<file path="src/rtl/lgta_pkg.sv">
// Shared types and constants for the lexis grid time accumulator.
// Holds the port beat structs, the internal chain item and the code enums.
// No dependencies.
package lgta_pkg;

    localparam int SIGMA_CELLS_DEF = 4;
    localparam int TAU_CELLS_DEF   = 4;
    localparam int TOTAL_WIDTH_DEF = 48;
    localparam int TIME_W          = 32;
    localparam int OUT_W           = 48;

    typedef enum logic [1:0] {
        ACT_LOAD = 2'd0,
        ACT_ADD  = 2'd1,
        ACT_READ = 2'd2
    } t_action;

    typedef enum logic [1:0] {
        ST_OK      = 2'd0,
        ST_OUTSIDE = 2'd1,
        ST_RANGE   = 2'd2
    } t_status;

    typedef enum logic [1:0] {
        OP_NOP  = 2'd0,
        OP_LOAD = 2'd1,
        OP_ADD  = 2'd2,
        OP_READ = 2'd3
    } t_op;

    typedef struct packed {
        t_action             action;
        logic                axis;
        logic [2:0]          edge_index;
        logic [TIME_W-1:0]   edge_value;
        logic [TIME_W-1:0]   start_sigma;
        logic [TIME_W-1:0]   start_tau;
        logic [TIME_W-1:0]   duration;
        logic [1:0]          cell_row;
        logic [1:0]          cell_col;
    } t_in_beat;

    typedef struct packed {
        t_status             status;
        logic [OUT_W-1:0]    cell_total;
    } t_out_beat;

    // One item as it travels down the cell chain.
    typedef struct packed {
        logic                valid;
        t_op                 op;
        t_status             status;
        logic                axis;
        logic [2:0]          edge_index;
        logic [TIME_W-1:0]   edge_value;
        logic [TIME_W-1:0]   s;
        logic [TIME_W-1:0]   t;
        logic [TIME_W-1:0]   d;
        logic [1:0]          row;
        logic [1:0]          col;
        logic [OUT_W-1:0]    total;
    } t_item;

endpackage

</file>
<file path="src/rtl/lgta_head.sv">
// Entry stage of the accumulator: decodes a beat, checks the segment end
// points against the outer grid edges and launches an item into the chain.
// Depends on lgta_pkg.
module lgta_head #(
    parameter int SIGMA_CELLS = lgta_pkg::SIGMA_CELLS_DEF,
    parameter int TAU_CELLS   = lgta_pkg::TAU_CELLS_DEF
) (
    input  logic             i_clk,
    input  logic             i_rst_n,
    input  logic             i_adv,
    input  logic             i_valid,
    input  lgta_pkg::t_in_beat i_data,
    output lgta_pkg::t_item  o_item
);
    import lgta_pkg::*;

    logic [TIME_W-1:0] r_s_first, r_s_last, r_t_first, r_t_last;
    t_item             r_item;
    t_op               w_op;
    t_status           w_status;
    logic [TIME_W:0]   w_s_end, w_t_end;
    logic              w_inside;
    logic              w_accept;

    assign w_accept = i_valid && i_adv;

    always_comb begin
        w_s_end  = {1'b0, i_data.start_sigma} + {1'b0, i_data.duration};
        w_t_end  = {1'b0, i_data.start_tau} + {1'b0, i_data.duration};
        w_inside = (i_data.start_sigma >= r_s_first) && (i_data.start_sigma < r_s_last)
                && (i_data.start_tau >= r_t_first) && (i_data.start_tau < r_t_last)
                && (w_s_end >= {1'b0, r_s_first}) && (w_s_end < {1'b0, r_s_last})
                && (w_t_end >= {1'b0, r_t_first}) && (w_t_end < {1'b0, r_t_last});
        w_op     = OP_NOP;
        w_status = ST_RANGE;
        case (i_data.action)
            ACT_LOAD: begin
                if ((!i_data.axis && int'(i_data.edge_index) <= SIGMA_CELLS)
                        || (i_data.axis && int'(i_data.edge_index) <= TAU_CELLS)) begin
                    w_op     = OP_LOAD;
                    w_status = ST_OK;
                end
            end
            ACT_ADD: begin
                if (w_inside) begin
                    w_op     = OP_ADD;
                    w_status = ST_OK;
                end else begin
                    w_status = ST_OUTSIDE;
                end
            end
            ACT_READ: begin
                if (int'(i_data.cell_row) < SIGMA_CELLS && int'(i_data.cell_col) < TAU_CELLS) begin
                    w_op     = OP_READ;
                    w_status = ST_OK;
                end
            end
            default: begin
                w_op     = OP_NOP;
                w_status = ST_RANGE;
            end
        endcase
    end

    // Outer edge copies for the inside check; same updates as the cells see.
    always_ff @(posedge i_clk) begin
        if (!i_rst_n) begin
            r_s_first <= '0;
            r_s_last  <= '0;
            r_t_first <= '0;
            r_t_last  <= '0;
        end else if (w_accept && w_op == OP_LOAD) begin
            if (!i_data.axis) begin
                if (i_data.edge_index == 3'd0) r_s_first <= i_data.edge_value;
                if (int'(i_data.edge_index) == SIGMA_CELLS) r_s_last <= i_data.edge_value;
            end else begin
                if (i_data.edge_index == 3'd0) r_t_first <= i_data.edge_value;
                if (int'(i_data.edge_index) == TAU_CELLS) r_t_last <= i_data.edge_value;
            end
        end
    end

    always_ff @(posedge i_clk) begin
        if (!i_rst_n) begin
            r_item.valid <= 1'b0;
        end else if (i_adv) begin
            r_item.valid      <= i_valid;
            r_item.op         <= w_op;
            r_item.status     <= w_status;
            r_item.axis       <= i_data.axis;
            r_item.edge_index <= i_data.edge_index;
            r_item.edge_value <= i_data.edge_value;
            r_item.s          <= i_data.start_sigma;
            r_item.t          <= i_data.start_tau;
            r_item.d          <= i_data.duration;
            r_item.row        <= i_data.cell_row;
            r_item.col        <= i_data.cell_col;
            r_item.total      <= '0;
        end
    end

    assign o_item = r_item;

endmodule

</file>
<file path="config.mk">
export PLATFORM = sky130hd
export DESIGN_NAME = lgta_head
export DESIGN_NICKNAME = d
export VERILOG_FILES = /design/src/rtl/lgta_pkg.sv /design/src/rtl/lgta_head.sv
export SDC_FILE = /design/constraint.sdc
export NUM_CORES = 1
export LEC_CHECK = 0
export ABC_AREA = 1
export ABC_CLOCK_PERIOD_IN_PS = 8000
export BUFFER_PORTS_ARGS = -buffer_cell sky130_fd_sc_hd__buf_2
export CELL_PAD_IN_SITES_DETAIL_PLACEMENT = 2
export CELL_PAD_IN_SITES_GLOBAL_PLACEMENT = 2
export CORE_UTILIZATION = 37
export CTS_CLUSTER_SIZE = 8
export DETAILED_ROUTE_END_ITERATION = 8
export PLACE_DENSITY = 0.92
export SLEW_MARGIN = 20
export SYNTH_ARGS = -nofsm -noshare
export SYNTH_HDL_FRONTEND = slang
export SYNTH_SLANG_ARGS = --single-unit
</file>
<file path="constraint.sdc">
create_clock -name i_clk -period 8 [get_ports i_clk]
set_clock_uncertainty 0.2 [all_clocks]
set_input_delay 0.4 -clock i_clk [delete_from_list [all_inputs] [get_ports i_clk]]
set_output_delay 0.4 -clock i_clk [all_outputs]
set_load 0.03 [all_outputs]
</file>
Word-level counts from Yosys, hierarchy flattened
Cells that the tools add are included.
{ "totals": {"ff_bits": 269, "out_inout_bits": 189} }
{ "classes": {"order_cmp": 9, "n_eq_ne": 4, "mux": 6, "n_reduce_logical": 20, "add_sub_neg": 2, "n_bitwise": 1} }
{ "op_table": {"columns": ["operator", "n"], "rows": [
  ["32-bit by 32-bit adder with 33-bit output", 2],
  ["33-bit by 32-bit >= comparator with 1-bit output", 2],
  ["33-bit by 32-bit < comparator with 1-bit output", 2],
  ["32-bit >= comparator", 2],
  ["32-bit < comparator", 2],
  ["2-bit case mux with 3 select lines", 2],
  ["3-bit AND reduction", 4],
  ["1-bit logical AND", 11],
  ["2-bit by 1-bit == test with 1-bit output, second input constant", 2],
  ["2-bit two-way mux", 2],
  ["3-bit == test, second input constant", 1],
  ["3-bit <= comparator, second input constant", 1],
  ["3-bit logical NOT", 1],
  ["2-bit == test, second input constant", 1],
  ["2-bit logical NOT", 1],
  ["1-bit two-way mux", 2],
  ["2-bit AND reduction", 1],
  ["1-bit logical NOT", 1],
  ["1-bit logical OR", 1],
  ["1-bit inverter", 1]
]} }

Depth between registers and ports, before layout
{ "logic_depth": {"ltp_word": 13, "mapped_depth": 31} }

Worst setup path before layout
No wires, ideal clock.
{ "synth_timing": {"path_kind": "input to register", "from": "input i_rst_n", "to": "register r_item, in the netlist o_item[100] (enable)", "arrival_time_ps": 3391, "slack_ps": 3916, "path_buffers": 1, "setup_ps": 493, "cell_stages": 3, "t_required_ps": 7307, "path_cell_list": "buf_1 > nand2_1 > inv_1"} }
{ "synth_via": {"elab_chain_cells": 1} }
{ "synth_rtl": {"columns": ["item", "line", "text"], "rows": [
  ["start: declaration", "lgta_head.sv:9", "input logic i_rst_n,"],
  ["2-bit AND reduction (no source line)", null, null],
  ["end: declaration", "lgta_head.sv:18", "t_item r_item;"]
]} }
Every way passes these cells.
A chain may end at the register's enable or synchronous reset.

Final worst setup path
{ "layout_timing": {"from": "input i_data[15] (netlist name)", "to": "register r_item, in the netlist o_item[187] (data pin)"} }
{ "layout_via": {"elab_chain_cells": 8} }
{ "layout_rtl": {"columns": ["item", "line", "text"], "rows": [
  ["start: declaration", "lgta_head.sv:12", "input lgta_pkg::t_in_beat i_data,"],
  ["32-bit by 32-bit adder with 33-bit output", "lgta_head.sv:28", "w_s_end = {1'b0, i_data.start_sigma} + {1'b0, i_data.duration};"],
  ["33-bit by 32-bit >= comparator with 1-bit output", "lgta_head.sv:32", "&& (w_s_end >= {1'b0, r_s_first}) && (w_s_end < {1'b0, r_s_last})"],
  ["1-bit logical AND (2 in series)", "lgta_head.sv:32", null],
  ["1-bit logical AND", "lgta_head.sv:33", "&& (w_t_end >= {1'b0, r_t_first}) && (w_t_end < {1'b0, r_t_last});"],
  ["1-bit logical AND *", "lgta_head.sv:33", null],
  ["2-bit two-way mux *", "lgta_head.sv:45", "if (w_inside) begin"],
  ["2-bit case mux with 3 select lines *", "lgta_head.sv:36", "case (i_data.action)"],
  ["net w_op[1]", "lgta_head.sv:19", "t_op w_op;"]
]} }
Mark *: on every way through the listed nets, which the timed path passes. The rest lies on a longest branch.

==> results.txt <==
Status: finished clean
GRT overflow: 0
WP data arrival: 5.23 ns
Register area: 6790 um^2
Rel. slew slack: 0.245
First DRT Iteration DRCs: 1151
Post-DP Area: 20300 um^2
Routed Antenna Nets: 0
Worst-path clk slew: 0.06 ns
Synth Register Bits: 269
Share of cells above drive strength 1: 0.142
Worst Hold Class: in -> reg
R2R setup slack: 4.25 ns
Final min period: 5.02 ns
Setup Viol. Count Final: 0
Fillcell total: 5430
Die footprint: 50500 um^2
DR vias/cell: 5.84
Crit end category: flip-flop
Synth top cells by count: nand2_1 (380), ha_1 (316), a21oi_1 (284), inv_1 (256), o21ai_0 (161)
Non-Filler Instances: 3295
Worst-path fanout max: 5
Port Buf Inserts: 282
Max Freq: 0.199 GHz
Most common cell in the synthesized netlist: nand2_1
Post-Syn Area per Cell: 8.45 um^2
Worst Max-Slew Pin Slew: 1.13 ns
CTS tree: yes
Inserted Clock Buffers: 40
Routed len/inst: 29.3 um
Post-synth top area cell: edfxtp_1
Clock latency at the later pin of the worst-skew pair: 0.59 ns
Drt drc: 0
Core area: 49000 um^2
Vias in the first global route: 21600
Static Leakage: 10.0 nW
Row cnt: 81
Design Area, Final: 22800 um^2
Cell Area, Synth: 18400 um^2
Placed cell count: 3085
Pwr dens: 204 nW/um^2
Crit path launch type: primary input
Root buf cell: clkbuf_16
Share of the synthesized area in the top cell type: 0.229
# IOs: 331
Post-synth top flop: edfxtp_1
Distinct cells, synth: 50
Clk buf depth: 3
Ranking of synthesized cells by area: edfxtp_1 (23%), ha_1 (22%), dfxtp_1 (14%)
EDFF count, synth: 140
Total GRT Usage: 0.377
DR pass1 iterations: 7
First-pass GRT wire length: 140000 um
Max-slew violations: 0
Synthesized instance count: 2172
Vias: 19200
Max-cap violation count: 0
Register area share after synthesis: 0.370
Setup CP Type: in -> reg
Largest net degree at the start of global routing: 92
Fin nets: 3058
Async SR Flop Fraction: 0
Tcrit/Tclk final: 0.627
Area of the multi-input gates: 10300 um^2
Synthesis warning total: 0
Initial antenna violation count: 11
Final hold vios: 0
RSZ-0062 raised after global routing: false
Die width: 225 um
Starting Density: 0.375
DPL Wire Length: 62700 um
Critical Path RT: 8.21 ns
Syn-to-layout area delta: 24.5%
GP Congestion: 0.929
Clock sinks: 269
Setup_tns: 0 ns
Chip height: 225 um
Peak supply drop: 193 uV
H-tree depth: 2
Final wirelength: 96600 um
where the power goes:
| part | switching, mW | internal [mW] | total [mW] |
|---|---|---|---|
| clock | 0.737 | 0.968 | 1.71 |
| combinational | 0.958 | 0.455 | 1.41 |
| sequential | 0.0263 | 1.51 | 1.54 |
| total | 1.72 | 2.93 | 4.65 |
worst max-delay path, cell delays in order:
cell and delay (ns):
dlygate4sd3_1 0.54, buf_2 0.22, ha_1 0.44, nand2_1 0.15, o21ai_0 0.47, a21oi_1 0.17, o2111ai_1 0.55, nand2_1 0.16
nand2_1 0.14, xor2_1 0.32, ha_1 0.19, nand2_1 0.05, inv_1 0.10, nand4_1 0.11, nor4_1 0.34, a31oi_1 0.20
and2_1 0.18, nand2_1 0.08, nand2_1 0.05, inv_1 0.07, nand3_1 0.10, nand2_1 0.17
kinds of logic after synthesis:
| family | Yosys count | share of synthesized area |
|---|---|---|
| buf+inv | 345 | 0.0807 |
| compound gates | 560 | 0.167 |
| other cells | 1 | 0.000204 |
| simple gates | 624 | 0.139 |
| fa+ha+maj | 318 | 0.218 |
| flops | 269 | 0.370 |
| xor+xnor | 55 | 0.0262 |
metrics by stage:
step	setup slack, ns	utilization	hold WS, ns	total power [mW]
after floorplan	3.92	-	0.237	2.34
after global placement	3.28	0.415	0.260	2.68
after detailed placement	3.34	0.415	0.298	2.78
after CTS	3.32	0.467	0.00184	4.51
after global routing	2.92	0.467	0.0204	4.78
final	2.98	0.467	0.0272	4.65
final timing paths:
kind / from / endpoint / cells past startpoint
worst max-delay path: i_data[15] / o_item[187] / 22
worst min-delay path: i_data[122] / o_item[170] / 1
worst max register to register: r_t_first[31] / o_item[187] / 14
worst min register to register: r_s_last[8] / r_s_last[8] / 2
placed cells by master (no fill, tap or decap), types with 3 or more instances in the layout:
master and count:
a211oi_1 6, nand2_2 6, a31oi_1 10, dlygate4sd3_1 135
conb_1 48, a21oi_1 284, xor2_1 34, nand3b_1 5
a21boi_0 4, nand2_1 379, nor4_1 7, o21a_1 8
ha_1 316, diode_2 5, xnor2_1 21, inv_6 3
clkbuf_1 24, a21o_1 21, nand3_2 3, inv_1 255
o21ai_0 161, o21ai_1 29, nor2_1 145, a21oi_2 11
o21ai_2 7, nor2_2 3, o211ai_1 3, buf_2 282
edfxtp_1 140, nor3_1 10, nand3_1 42, inv_2 3
o21bai_1 3, clkbuf_16 41, dfxtp_1 129, buf_4 6
nand4_1 18
sequential cells by signal (all words and copies together) (netlist names):
register   cells
r_s_last      32
r_s_first     32
r_t_last      32
o_item       141
r_t_first     32
area by class of cell:
cell class	instances	area share
inverters	259	0.0428
clock buffers	67	0.0500
well taps	664	0.0364
repair buffers	423	0.123
flip-flops and latches	269	0.297
clock inverters	3	0.000931
diodes	5	0.000548
multi-input cells	1605	0.449
repair_timing:
| item | 4_1_cts | 5_1_grt |
|---|---|---|
| hold buffers | 135 | 0 |
| resized for setup | 0 | 0 |
| buffers inserted | 0 | 0 |
| hold endpoints to repair | 136 | 0 |
routing by layer:
metal,share of wire,vias up,global-route usage
met1,0.38,9671,0.417
met4,0.073,6,0.257
met5,0.00038,-,0
met2,0.49,910,0.657
met3,0.060,414,0.0703
li1,-,8230,-
(Power assumes the default switching activity.)
