`config.mk`:
```
export PLATFORM = sky130hd
export DESIGN_NAME = lgta_cell
export DESIGN_NICKNAME = d
export VERILOG_FILES = /design/src/rtl/lgta_pkg.sv /design/src/rtl/lgta_cell.sv
export SDC_FILE = /design/constraint.sdc
export NUM_CORES = 1
export LEC_CHECK = 0
export BUFFER_PORTS_ARGS = -buffer_cell sky130_fd_sc_hd__buf_2
export CORE_ASPECT_RATIO = 1.2
export CORE_MARGIN = 10
export CORE_UTILIZATION = 30
export CTS_CLUSTER_SIZE = 14
export DETAILED_ROUTE_END_ITERATION = 12
export PLACE_DENSITY_LB_ADDON = 0.25
export RECOVER_POWER = 100
export SETUP_SLACK_MARGIN = 0.4
export SLEW_MARGIN = 20
export SYNTH_ARGS = -nofsm -noshare
export SYNTH_HDL_FRONTEND = slang
export SYNTH_SLANG_ARGS = --single-unit
```
`constraint.sdc`:
```
create_clock -name i_clk -period 21 [get_ports i_clk]
set_clock_uncertainty 0.1 [all_clocks]
set_input_delay 4.2 -clock i_clk [delete_from_list [all_inputs] [get_ports i_clk]]
set_output_delay 4.2 -clock i_clk [all_outputs]
set_load 0.02 [all_outputs]
```
`src/rtl/lgta_pkg.sv`:
```
// Shared types and constants for the lexis grid time accumulator.
// Holds the port beat structs, the internal chain item and the code enums.
// No dependencies.
package lgta_pkg;

    localparam int SIGMA_CELLS_DEF = 4;
    localparam int TAU_CELLS_DEF   = 4;
    localparam int TOTAL_WIDTH_DEF = 48;
    localparam int TIME_W          = 32;
    localparam int OUT_W           = 48;

    typedef enum logic [1:0] {
        ACT_LOAD = 2'd0,
        ACT_ADD  = 2'd1,
        ACT_READ = 2'd2
    } t_action;

    typedef enum logic [1:0] {
        ST_OK      = 2'd0,
        ST_OUTSIDE = 2'd1,
        ST_RANGE   = 2'd2
    } t_status;

    typedef enum logic [1:0] {
        OP_NOP  = 2'd0,
        OP_LOAD = 2'd1,
        OP_ADD  = 2'd2,
        OP_READ = 2'd3
    } t_op;

    typedef struct packed {
        t_action             action;
        logic                axis;
        logic [2:0]          edge_index;
        logic [TIME_W-1:0]   edge_value;
        logic [TIME_W-1:0]   start_sigma;
        logic [TIME_W-1:0]   start_tau;
        logic [TIME_W-1:0]   duration;
        logic [1:0]          cell_row;
        logic [1:0]          cell_col;
    } t_in_beat;

    typedef struct packed {
        t_status             status;
        logic [OUT_W-1:0]    cell_total;
    } t_out_beat;

    // One item as it travels down the cell chain.
    typedef struct packed {
        logic                valid;
        t_op                 op;
        t_status             status;
        logic                axis;
        logic [2:0]          edge_index;
        logic [TIME_W-1:0]   edge_value;
        logic [TIME_W-1:0]   s;
        logic [TIME_W-1:0]   t;
        logic [TIME_W-1:0]   d;
        logic [1:0]          row;
        logic [1:0]          col;
        logic [OUT_W-1:0]    total;
    } t_item;

endpackage

```
`src/rtl/lgta_cell.sv`:
```
// One grid cell of the accumulator chain: holds its low and high edge on each axis and its total.
// Stage A clips the diagonal to the cell, stage B adds it or answers a read.
// Depends on lgta_pkg.
module lgta_cell #(
    parameter int ROW         = 0,
    parameter int COL         = 0,
    parameter int TOTAL_WIDTH = lgta_pkg::TOTAL_WIDTH_DEF
) (
    input  logic            i_clk,
    input  logic            i_rst_n,
    input  logic            i_adv,
    input  lgta_pkg::t_item i_item,
    output lgta_pkg::t_item o_item
);
    import lgta_pkg::*;

    logic [TIME_W-1:0]        r_s_lo, r_s_hi, r_t_lo, r_t_hi;
    logic [TOTAL_WIDTH-1:0]   r_total;
    t_item                    r_a, r_b;
    t_item                    n_b;
    logic signed [TIME_W:0]   r_hi, r_lo;

    logic signed [TIME_W:0]   w_sh, w_sl, w_th, w_tl, w_hi, w_lo, w_diff;
    logic                     w_gain, w_hit;
    logic [TOTAL_WIDTH:0]     w_sum;
    logic [TOTAL_WIDTH-1:0]   w_new;
    logic [OUT_W-1:0]         w_rd;

    // Edge loads take effect as the load passes, before the next item arrives.
    always_ff @(posedge i_clk) begin
        if (!i_rst_n) begin
            r_s_lo <= '0;
            r_s_hi <= '0;
            r_t_lo <= '0;
            r_t_hi <= '0;
        end else if (i_adv && i_item.valid && i_item.op == OP_LOAD) begin
            if (!i_item.axis) begin
                if (int'(i_item.edge_index) == ROW)     r_s_lo <= i_item.edge_value;
                if (int'(i_item.edge_index) == ROW + 1) r_s_hi <= i_item.edge_value;
            end else begin
                if (int'(i_item.edge_index) == COL)     r_t_lo <= i_item.edge_value;
                if (int'(i_item.edge_index) == COL + 1) r_t_hi <= i_item.edge_value;
            end
        end
    end

    // Stage A: clip the diagonal to this cell's rectangle.
    always_comb begin
        w_sh = $signed({1'b0, r_s_hi}) - $signed({1'b0, i_item.s});
        w_th = $signed({1'b0, r_t_hi}) - $signed({1'b0, i_item.t});
        w_sl = $signed({1'b0, r_s_lo}) - $signed({1'b0, i_item.s});
        w_tl = $signed({1'b0, r_t_lo}) - $signed({1'b0, i_item.t});
        w_hi = $signed({1'b0, i_item.d});
        if (w_sh < w_hi) w_hi = w_sh;
        if (w_th < w_hi) w_hi = w_th;
        w_lo = '0;
        if (w_sl > w_lo) w_lo = w_sl;
        if (w_tl > w_lo) w_lo = w_tl;
    end

    always_ff @(posedge i_clk) begin
        if (!i_rst_n) begin
            r_a.valid <= 1'b0;
        end else if (i_adv) begin
            r_a  <= i_item;
            r_hi <= w_hi;
            r_lo <= w_lo;
        end
    end

    // Stage B: saturating accumulate, read capture.
    always_comb begin
        w_gain = r_hi > r_lo;
        w_diff = r_hi - r_lo;
        w_sum  = {1'b0, r_total} + (TOTAL_WIDTH + 1)'(w_diff[TIME_W-1:0]);
        w_new  = w_sum[TOTAL_WIDTH] ? {TOTAL_WIDTH{1'b1}} : w_sum[TOTAL_WIDTH-1:0];
        w_hit  = r_a.valid && r_a.op == OP_READ
              && int'(r_a.row) == ROW && int'(r_a.col) == COL;
    end

    generate
        if (TOTAL_WIDTH > OUT_W) begin : g_rd_sat
            assign w_rd = (|r_total[TOTAL_WIDTH-1:OUT_W]) ? {OUT_W{1'b1}}
                                                           : r_total[OUT_W-1:0];
        end else begin : g_rd_ext
            assign w_rd = OUT_W'(r_total);
        end
    endgenerate

    always_ff @(posedge i_clk) begin
        if (!i_rst_n) begin
            r_total <= '0;
        end else if (i_adv && r_a.valid && r_a.op == OP_ADD && w_gain) begin
            r_total <= w_new;
        end
    end

    always_comb begin
        n_b = r_a;
        if (w_hit) n_b.total = w_rd;
    end

    always_ff @(posedge i_clk) begin
        if (!i_rst_n) begin
            r_b.valid <= 1'b0;
        end else if (i_adv) begin
            r_b <= n_b;
        end
    end

    assign o_item = r_b;

endmodule

```
-- Word level (Yosys, flattened, before mapping)
Index checks and enable logic that the tools add are counted.
- flip-flop bits (word level): 620
- latch bits: 0
- RAM bits: 0
- ROM bits: 0
- bits of input ports: 192
- output and inout port bits: 189
- logic and storage cells: 69
- memories: 0
- add/sub/neg operators: 6
- multiply operators: 0
- divide/modulo/power cells: 0
- $lt $le $gt $ge: 5
- equal/unequal tests: 4
- shifts and indexed selects: 0
- mux-type cells: 6
- bitwise logic cells: 1
- reductions and logical operators: 16
- operators by type and width (cell ; number):
    $mux 33 ; 4
    $sub 32x32->33 ; 4
    $mux 48 ; 2
    $gt 33x33->1 ; 2
    $lt 33x33->1 ; 2
    $add 48x32->49 ; 1
    $gt 33x1->1 const B ; 1
    $sub 32x32->32 ; 1
    $reduce_and 3->1 ; 4
    $logic_and 1x1->1 ; 8
    $eq 2x2->1 const B ; 2
    $logic_not 2->1 ; 2
    $eq 3x2->1 const B ; 1
    $logic_not 3->1 ; 1
    $eq 2x1->1 const B ; 1
    $reduce_and 2->1 ; 1
    $not 1->1 ; 1

-- Depth between registers and ports, before layout
Gate-level depths: netlist of the first run.
- depth in word-level cells: 5
- mapped depth: 41

-- Worst setup path before layout of the first run
OpenSTA, ideal clock, no wires.
- path kind: in2reg
- start: input port i_rst_n
- end: register r_a, in the netlist n_b[100], enable pin
- data arrival time: 14.445 ns
- data required time: 20.037 ns
- setup slack: 5.593 ns
- stages on the path: 2
- path buffers: 1
- cells stage by stage: clkbuf_1 > and2_1
- cells in the longest elaborated chain, start to end: 1
- RTL lines (what ; line ; RTL):
    from (decl) ; lgta_cell.sv:10 ; input logic i_rst_n,
    $reduce_and 2->1 (no source line) ; n/a ;
    to (signal assigned) ; lgta_cell.sv:65 ; r_a <= i_item;
    to (decl) ; lgta_cell.sv:19 ; t_item r_a, r_b;
Every way passes these cells.
A chain may end at the register's enable or synchronous reset.

-- Final worst setup path of the first run
- start: input port i_item[116] (netlist bit)
- end: register r_hi[29], data pin
- cells in the longest elaborated chain, start to end: 5
- RTL lines (what ; line ; RTL):
    from (decl) ; lgta_cell.sv:12 ; input lgta_pkg::t_item i_item,
    $sub 32x32->33 * ; lgta_cell.sv:49 ; w_sh = $signed({1'b0, r_s_hi}) - $signed({1'b0, i_item.s});
    $lt 33x33->1 ; lgta_cell.sv:54 ; if (w_sh < w_hi) w_hi = w_sh;
    $mux 33 * ; lgta_cell.sv:54 ;
    $lt 33x33->1 ; lgta_cell.sv:55 ; if (w_th < w_hi) w_hi = w_th;
    $mux 33 * ; lgta_cell.sv:55 ;
    via w_hi[29] ; lgta_cell.sv:23 ; logic signed [TIME_W:0] w_sh, w_sl, w_th, w_tl, w_hi, w_lo, w_diff;
    to (signal assigned) ; lgta_cell.sv:66 ; r_hi <= w_hi;
    to (decl) ; lgta_cell.sv:21 ; logic signed [TIME_W:0] r_hi, r_lo;
Mark *: on every way through the listed nets, which the timed path passes. The rest lies on a longest branch.

==> results of run 1 <==
synth_stat cells, types with 10 or more instances:
cell	n
nor3_1	39
mux2i_1	34
o21ai_0	149
nor2_1	111
a31oi_1	24
o21bai_1	24
and3_1	25
xnor2_1	117
a211oi_1	23
o31ai_1	12
a21o_1	97
and2_1	18
nand3_1	36
and4_1	10
nand2b_1	22
xor2_1	47
ha_1	289
a21oi_1	319
nand4_1	22
edfxtp_1	442
o21a_1	37
a31o_2	10
o211ai_1	11
inv_1	191
nor2b_1	27
dfxtp_1	178
mux2_2	51
clkbuf_1	78
nand2_1	438
o221a_2	34
worst max-delay path: cells and delay by family:
family / cells / cell delay [ps]
and+or+nand+nor: 5 / 830
buffers and inverters: 6 / 3830
muxes: 1 / 320
adders and majority gates: 5 / 1830
AOI/OAI and AO/OA: 21 / 4620
worst max path at each step:
stage | end | cells after the start | start | slack, ps
final | r_hi[29] | 38 | i_item[116] | 5680
after global routing | o_item[172] | 4 | i_rst_n | 4330
after CTS | r_hi[29] | 38 | i_item[116] | 8480
after detailed placement | r_hi[29] | 38 | i_item[116] | 7730
after global placement | r_hi[29] | 38 | i_item[116] | 7700
after floorplan | n_b[100] | 2 | i_rst_n | 5590
per-layer routing:
metal	share of wire (%)	track usage (%)	routed length [µm]
met5	0.021	0	20
met4	3.2	5.82	3060
met3	5.6	2.91	5420
met2	46	24.6	44400
met1	45	19.2	43000
where the power goes:
group	internal [mW]	switching [mW]	total (mW)
clock	0.780	0.544	1.32
sequential	1.37	0.0125	1.38
combinational	0.112	0.203	0.315
total	2.26	0.759	3.02
stage by stage:
step / setup slack [ps] / hold WS, ps / cell area [µm²] / utilization, % / total power [mW]
finish: 5680 / 311 / 38700 / 35.2 / 3.02
global placement: 7700 / 301 / 36700 / 33.4 / 1.72
detailed placement: 7730 / 305 / 36700 / 33.4 / 1.73
CTS: 8480 / 313 / 39100 / 35.6 / 3.08
floorplan: 5590 / 300 / 33200 / - / 1.63
global route: 4330 / 315 / 38700 / 35.2 / 3.16
registers in the layout, indices dropped and copies added, names as in the netlist:
register  flops
r_t_hi       32
r_lo         33
r_hi         33
o_item      189
n_b         141
r_s_hi       32
r_total      48
r_a          48
r_s_lo       32
r_t_lo       32
cell type report:
type / count / share of cell area, %
Antenna cell: 3 / 0.0194
Clock buffer: 85 / 4.92
Clock inverter: 48 / 1.48
Inverter: 192 / 1.87
Multi-Input combinational cell: 2183 / 39.4
Sequential cell: 620 / 43.5
Tap cell: 1417 / 4.58
Timing Repair Buffer: 398 / 4.15
logic make-up after synthesis:
| kind of cell | synth area share (%) |
|---|---|
| AOI/OAI and AO/OA | 16.7 |
| xor gates and xnor gates | 4.32 |
| adders and majority gates | 11.2 |
| buffers and inverters | 3.43 |
| DFF | 50.7 |
| muxes | 2.75 |
| other | 0.0113 |
| and+or+nand+nor | 10.8 |
==> results_dict.tcl, run 1 <==
set metrics [dict create \
    tightestPinTransition_ps 7780 \
    multi_input_comb_area_mm2 0.0153 \
    io_pins 381 \
    cts_tree "built" \
    start_kind "input port" \
    arrival_ps 15660 \
    relSlewSlack_pct -419 \
    rows 133 \
    start_util_pct 30.2 \
    seqCellArea_mm2 0.0168 \
    via_per_inst 4.87 \
    slowest_delay_ps 1570 \
    yosysUniqueCellTypes 91 \
    drtAntennaViolNets 0 \
    firstDrtPassIters 5 \
    cts_root_buffer "clkbuf_16" \
    reg2regPathDepth 38 \
    vias 24111 \
    synth_top_cell_by_area "edfxtp_1" \
    hold_path_end "o_item[107]" \
    layout.cells.non_filler 4946 \
    numCtsBuffers 73 \
    hold_viol_final 0 \
    post-dp-hpwl_mm 74.7 \
    hold_path_class "reg -> reg" \
    grt_pass1_vias 24011 \
    ys_ff_latch 620 \
    layout_commonest_cell "edfxtp_1" \
    antenna_found_initial 3 \
    drive_gt1_share_pct 8.91 \
    clock-sinks 620 \
    clockBufferDepth 3 \
    crit_fanout 56 \
    grt.total_usage_pct 15.0 \
    cp.required_ps 21340 \
    die_h_um 384 \
    avgSynthCellArea_um2 10.7 \
    grt_setup_unrepaired "no" \
    clk_pin_slew_worst_paths_ps 70 \
    r2r-start "r_s_hi[0]" \
    status "complete, but fails checks" \
    violations "max-capacitance violations, max-slew violations" \
    die_x_um 324 \
    peakVddDrop_mv 0.0542 \
    cap_violations 10 \
    placed_cells 4810 \
    first_iter_violations 1478 \
    h-tree-depth 3 \
    setup_viol_count_final 0 \
    syn_nets 3580 \
    fin_crit_ps 15320 \
    final_cell_mix "edfxtp_1 (442), nand2_1 (438), clkbuf_1 (338)" \
    syn_to_final_growth_pct 16.4 \
    ys_seq_area_share_pct 50.7 \
    crit_type "in -> reg" \
    max_freq_ghz 0.0653 \
    synthCells 3093 \
    insertion_delay_ps 680 \
    endpoint_kind "register" \
    setup_tns_ps 0 \
    fillerInstances 11126 \
    p_leak_nw 15.2 \
    crit_slowest_cell "clkbuf_1" \
    ys_top_cells_by_area "edfxtp_1 (40%), ha_1 (11%), dfxtp_1 (11%)" \
    synth_edf_count 442 \
    postCtsResizedCells 0 \
    yosysWarnings 0 \
    synth_area_mm2 0.0332 \
    async_flop_share_pct 0 \
    grt_max_degree 145 \
    power-per-cell-area_mw_per_mm2 78.1 \
    post-synth-top-area-fraction_pct 40.0 \
    dieArea_mm2 0.124 \
    routedWlPerCell_um 19.4 \
    cpMostUsedCell "a21o_1" \
    grt-ovfl-total 0 \
    gp_congestion 0.880 \
    nNetsFinal 3955 \
    drv_slew 671 \
    fin_crit_sh_pct 73.0 \
    postCtsHoldBufs 0 \
    cts_setup_buffers 0 \
    coreArea_mm2 0.110 \
    io_buffers 380 \
    regToRegSetupSlack_ps 9050 \
    grt_pass1_wl_mm 143 \
    ys.flop_type "edfxtp_1" \
    hold_start "n_b[107]" \
    r2r_end "r_hi[29]" \
    drc 0 \
    wirelength_mm 95.9 \
    min_delay_path_depth 0 \
]
Power figures use the tool's default switching activity.
==> run 2: changes to the inputs <==
- clock period: 21 -> 12.97 ns (I/O delays scaled with it)
==> results_dict.tcl, run 2 (same netlist as run 1, synthesis figures left out) <==
set metrics [dict create \
    setup_tns_ps 0 \
    hold_path_class "reg -> reg" \
    violations "max-capacitance violations, max-slew violations" \
    cp.required_ps 13110 \
    power-per-cell-area_mw_per_mm2 125 \
    grt-ovfl-total 0 \
    syn_to_final_growth_pct 16.4 \
    clk_pin_slew_worst_paths_ps 60 \
    crit_slowest_cell "clkbuf_1" \
    firstDrtPassIters 5 \
    arrival_ps 11470 \
    drv_slew 633 \
    p_clk_share_pct 43.4 \
    seq_power_share_pct 46.1 \
    internal_power_mw 3.60 \
    endpoint_kind "register" \
    power.total_mw 4.85 \
    antenna_found_initial 3 \
    coreArea_mm2 0.110 \
    crit_fanout 59 \
    gp_congestion 0.876 \
    status "complete, but fails checks" \
    p_leak_nw 15.2 \
    cts_tree "built" \
    die_h_um 384 \
    grt.total_usage_pct 15.1 \
    swShare_pct 25.7 \
    grt_setup_unrepaired "no" \
    start_kind "input port" \
    slowest_delay_ps 1620 \
    postCtsResizedCells 0 \
    cpLargestDelayFamily "compound AO/OA/AOI/OAI gates" \
    cap_violations 10 \
    crit_type "in -> reg" \
    p_comb_share_pct 10.5 \
    via_per_inst 4.90 \
    relSlewSlack_pct -166 \
    path_buf_inv 3 \
    tightestPinTransition_ps 3990 \
    hold_viol_final 0 \
    rows 133 \
    io_buffers 380 \
    clockBufferDepth 3 \
    io_pins 381 \
    vias 24253 \
    post-dp-hpwl_mm 75.5 \
    fin_crit_ps 11330 \
    drtAntennaViolNets 0 \
    layout_commonest_cell "edfxtp_1" \
    cts_root_buffer "clkbuf_16" \
    postCtsHoldBufs 0 \
    setup_viol_count_final 0 \
    grt_pass1_wl_mm 145 \
    die_x_um 324 \
    cts_setup_buffers 0 \
    clock-sinks 620 \
    fin_crit_sh_pct 87.3 \
    final_cell_mix "edfxtp_1 (442), nand2_1 (438), clkbuf_1 (332)" \
    cpMostUsedCell "o21ai_0" \
    grt_max_degree 149 \
    dieArea_mm2 0.124 \
    grt_pass1_vias 24401 \
    drive_gt1_share_pct 9.15 \
    peakVddDrop_mv 0.105 \
    wirelength_mm 96.7 \
    first_iter_violations 1575 \
    max_freq_ghz 0.0883 \
    insertion_delay_ps 670 \
    numCtsBuffers 75 \
    drc 0 \
    nNetsFinal 3959 \
    h-tree-depth 3 \
    start_util_pct 30.2 \
    crit_chain "clkbuf_1 -> ha_1 -> fa_1 -> nand2b_1 -> a21oi_1 -> o221a_2 -> o21ai_0 -> nand4_1 -> a41oi_1 -> o21ai_0 -> a21o_1 -> clkbuf_1 -> nand2_1 -> ha_1 -> nand4_1 -> nor4_1 -> a221oi_1 -> o21ai_0 -> a21oi_1 -> a311oi_4 -> clkbuf_1 -> o21ai_0" \
    routedWlPerCell_um 19.5 \
    largest_reg_flops 189 \
    power_switching_mw 1.24 \
]
## run 2: changes by cell type in the layout (fill, tap and decap cells not counted), sizes merged
cell | before | now
bufinv | 10 | 6
inv | 195 | 199
clkinvlp | 9 | 7
buf | 70 | 68
clkinv | 26 | 35
diode | 3 | 5
## run 2: area by class of cell
type	count	area [µm²]
Antenna cell	5	12.5
Clock buffer	81	1930
Clock inverter	55	508
Fill cell	11189	71200
Inverter	192	722
Tap cell	1417	1770
Sequential cell	620	16800
Timing Repair Buffer	400	1620
Multi-Input combinational cell	2183	15300
## run 2: worst paths after layout
kind                     from           to  slack, ps  cells past startpoint
setup / recovery  i_item[116]      r_lo[1]       1640                     22
setup reg to reg    r_s_lo[0]      r_lo[1]       3360                     22
hold reg to reg      n_b[113]  o_item[113]        300                      0
hold / removal       n_b[113]  o_item[113]        300                      0
## run 2: metal layers
| layer | vias to the layer above | routed length, µm | GRT usage, % |
|---|---|---|---|
| met4 | 2 | 2800 | 5.28 |
| met3 | 134 | 5240 | 2.73 |
| met1 | 11434 | 43600 | 19.6 |
| li1 | 12123 | - | - |
| met5 | - | 8 | 0 |
| met2 | 560 | 45100 | 25.0 |
## run 2: per-stage QoR
| stage | hold WS, ps | instances | util, % | worst slack (ps) | area [µm²] |
|---|---|---|---|---|---|
| 6_report | 300 | 4953 | 35.2 | 1640 | 38700 |
| 5_1_grt | 299 | 4949 | 35.2 | 1080 | 38600 |
| 4_1_cts | 293 | 4948 | 35.6 | 2320 | 39100 |
| 3_5_place_dp | 305 | 4812 | 33.4 | 1580 | 36700 |
| 3_3_place_gp | 300 | 4812 | 33.4 | 1560 | 36700 |
| 2_1_floorplan | 300 | 3093 | - | 2960 | 33200 |
## run 2: power by group through the flow
stage / clock network [mW] / registers, mW / logic (mW)
2_1_floorplan: 0 / 2.30 / 0.322
3_3_place_gp: 0 / 2.27 / 0.522
3_5_place_dp: 0 / 2.27 / 0.527
4_1_cts: 2.19 / 2.23 / 0.530
5_1_grt: 2.26 / 2.24 / 0.572
6_report: 2.10 / 2.23 / 0.510
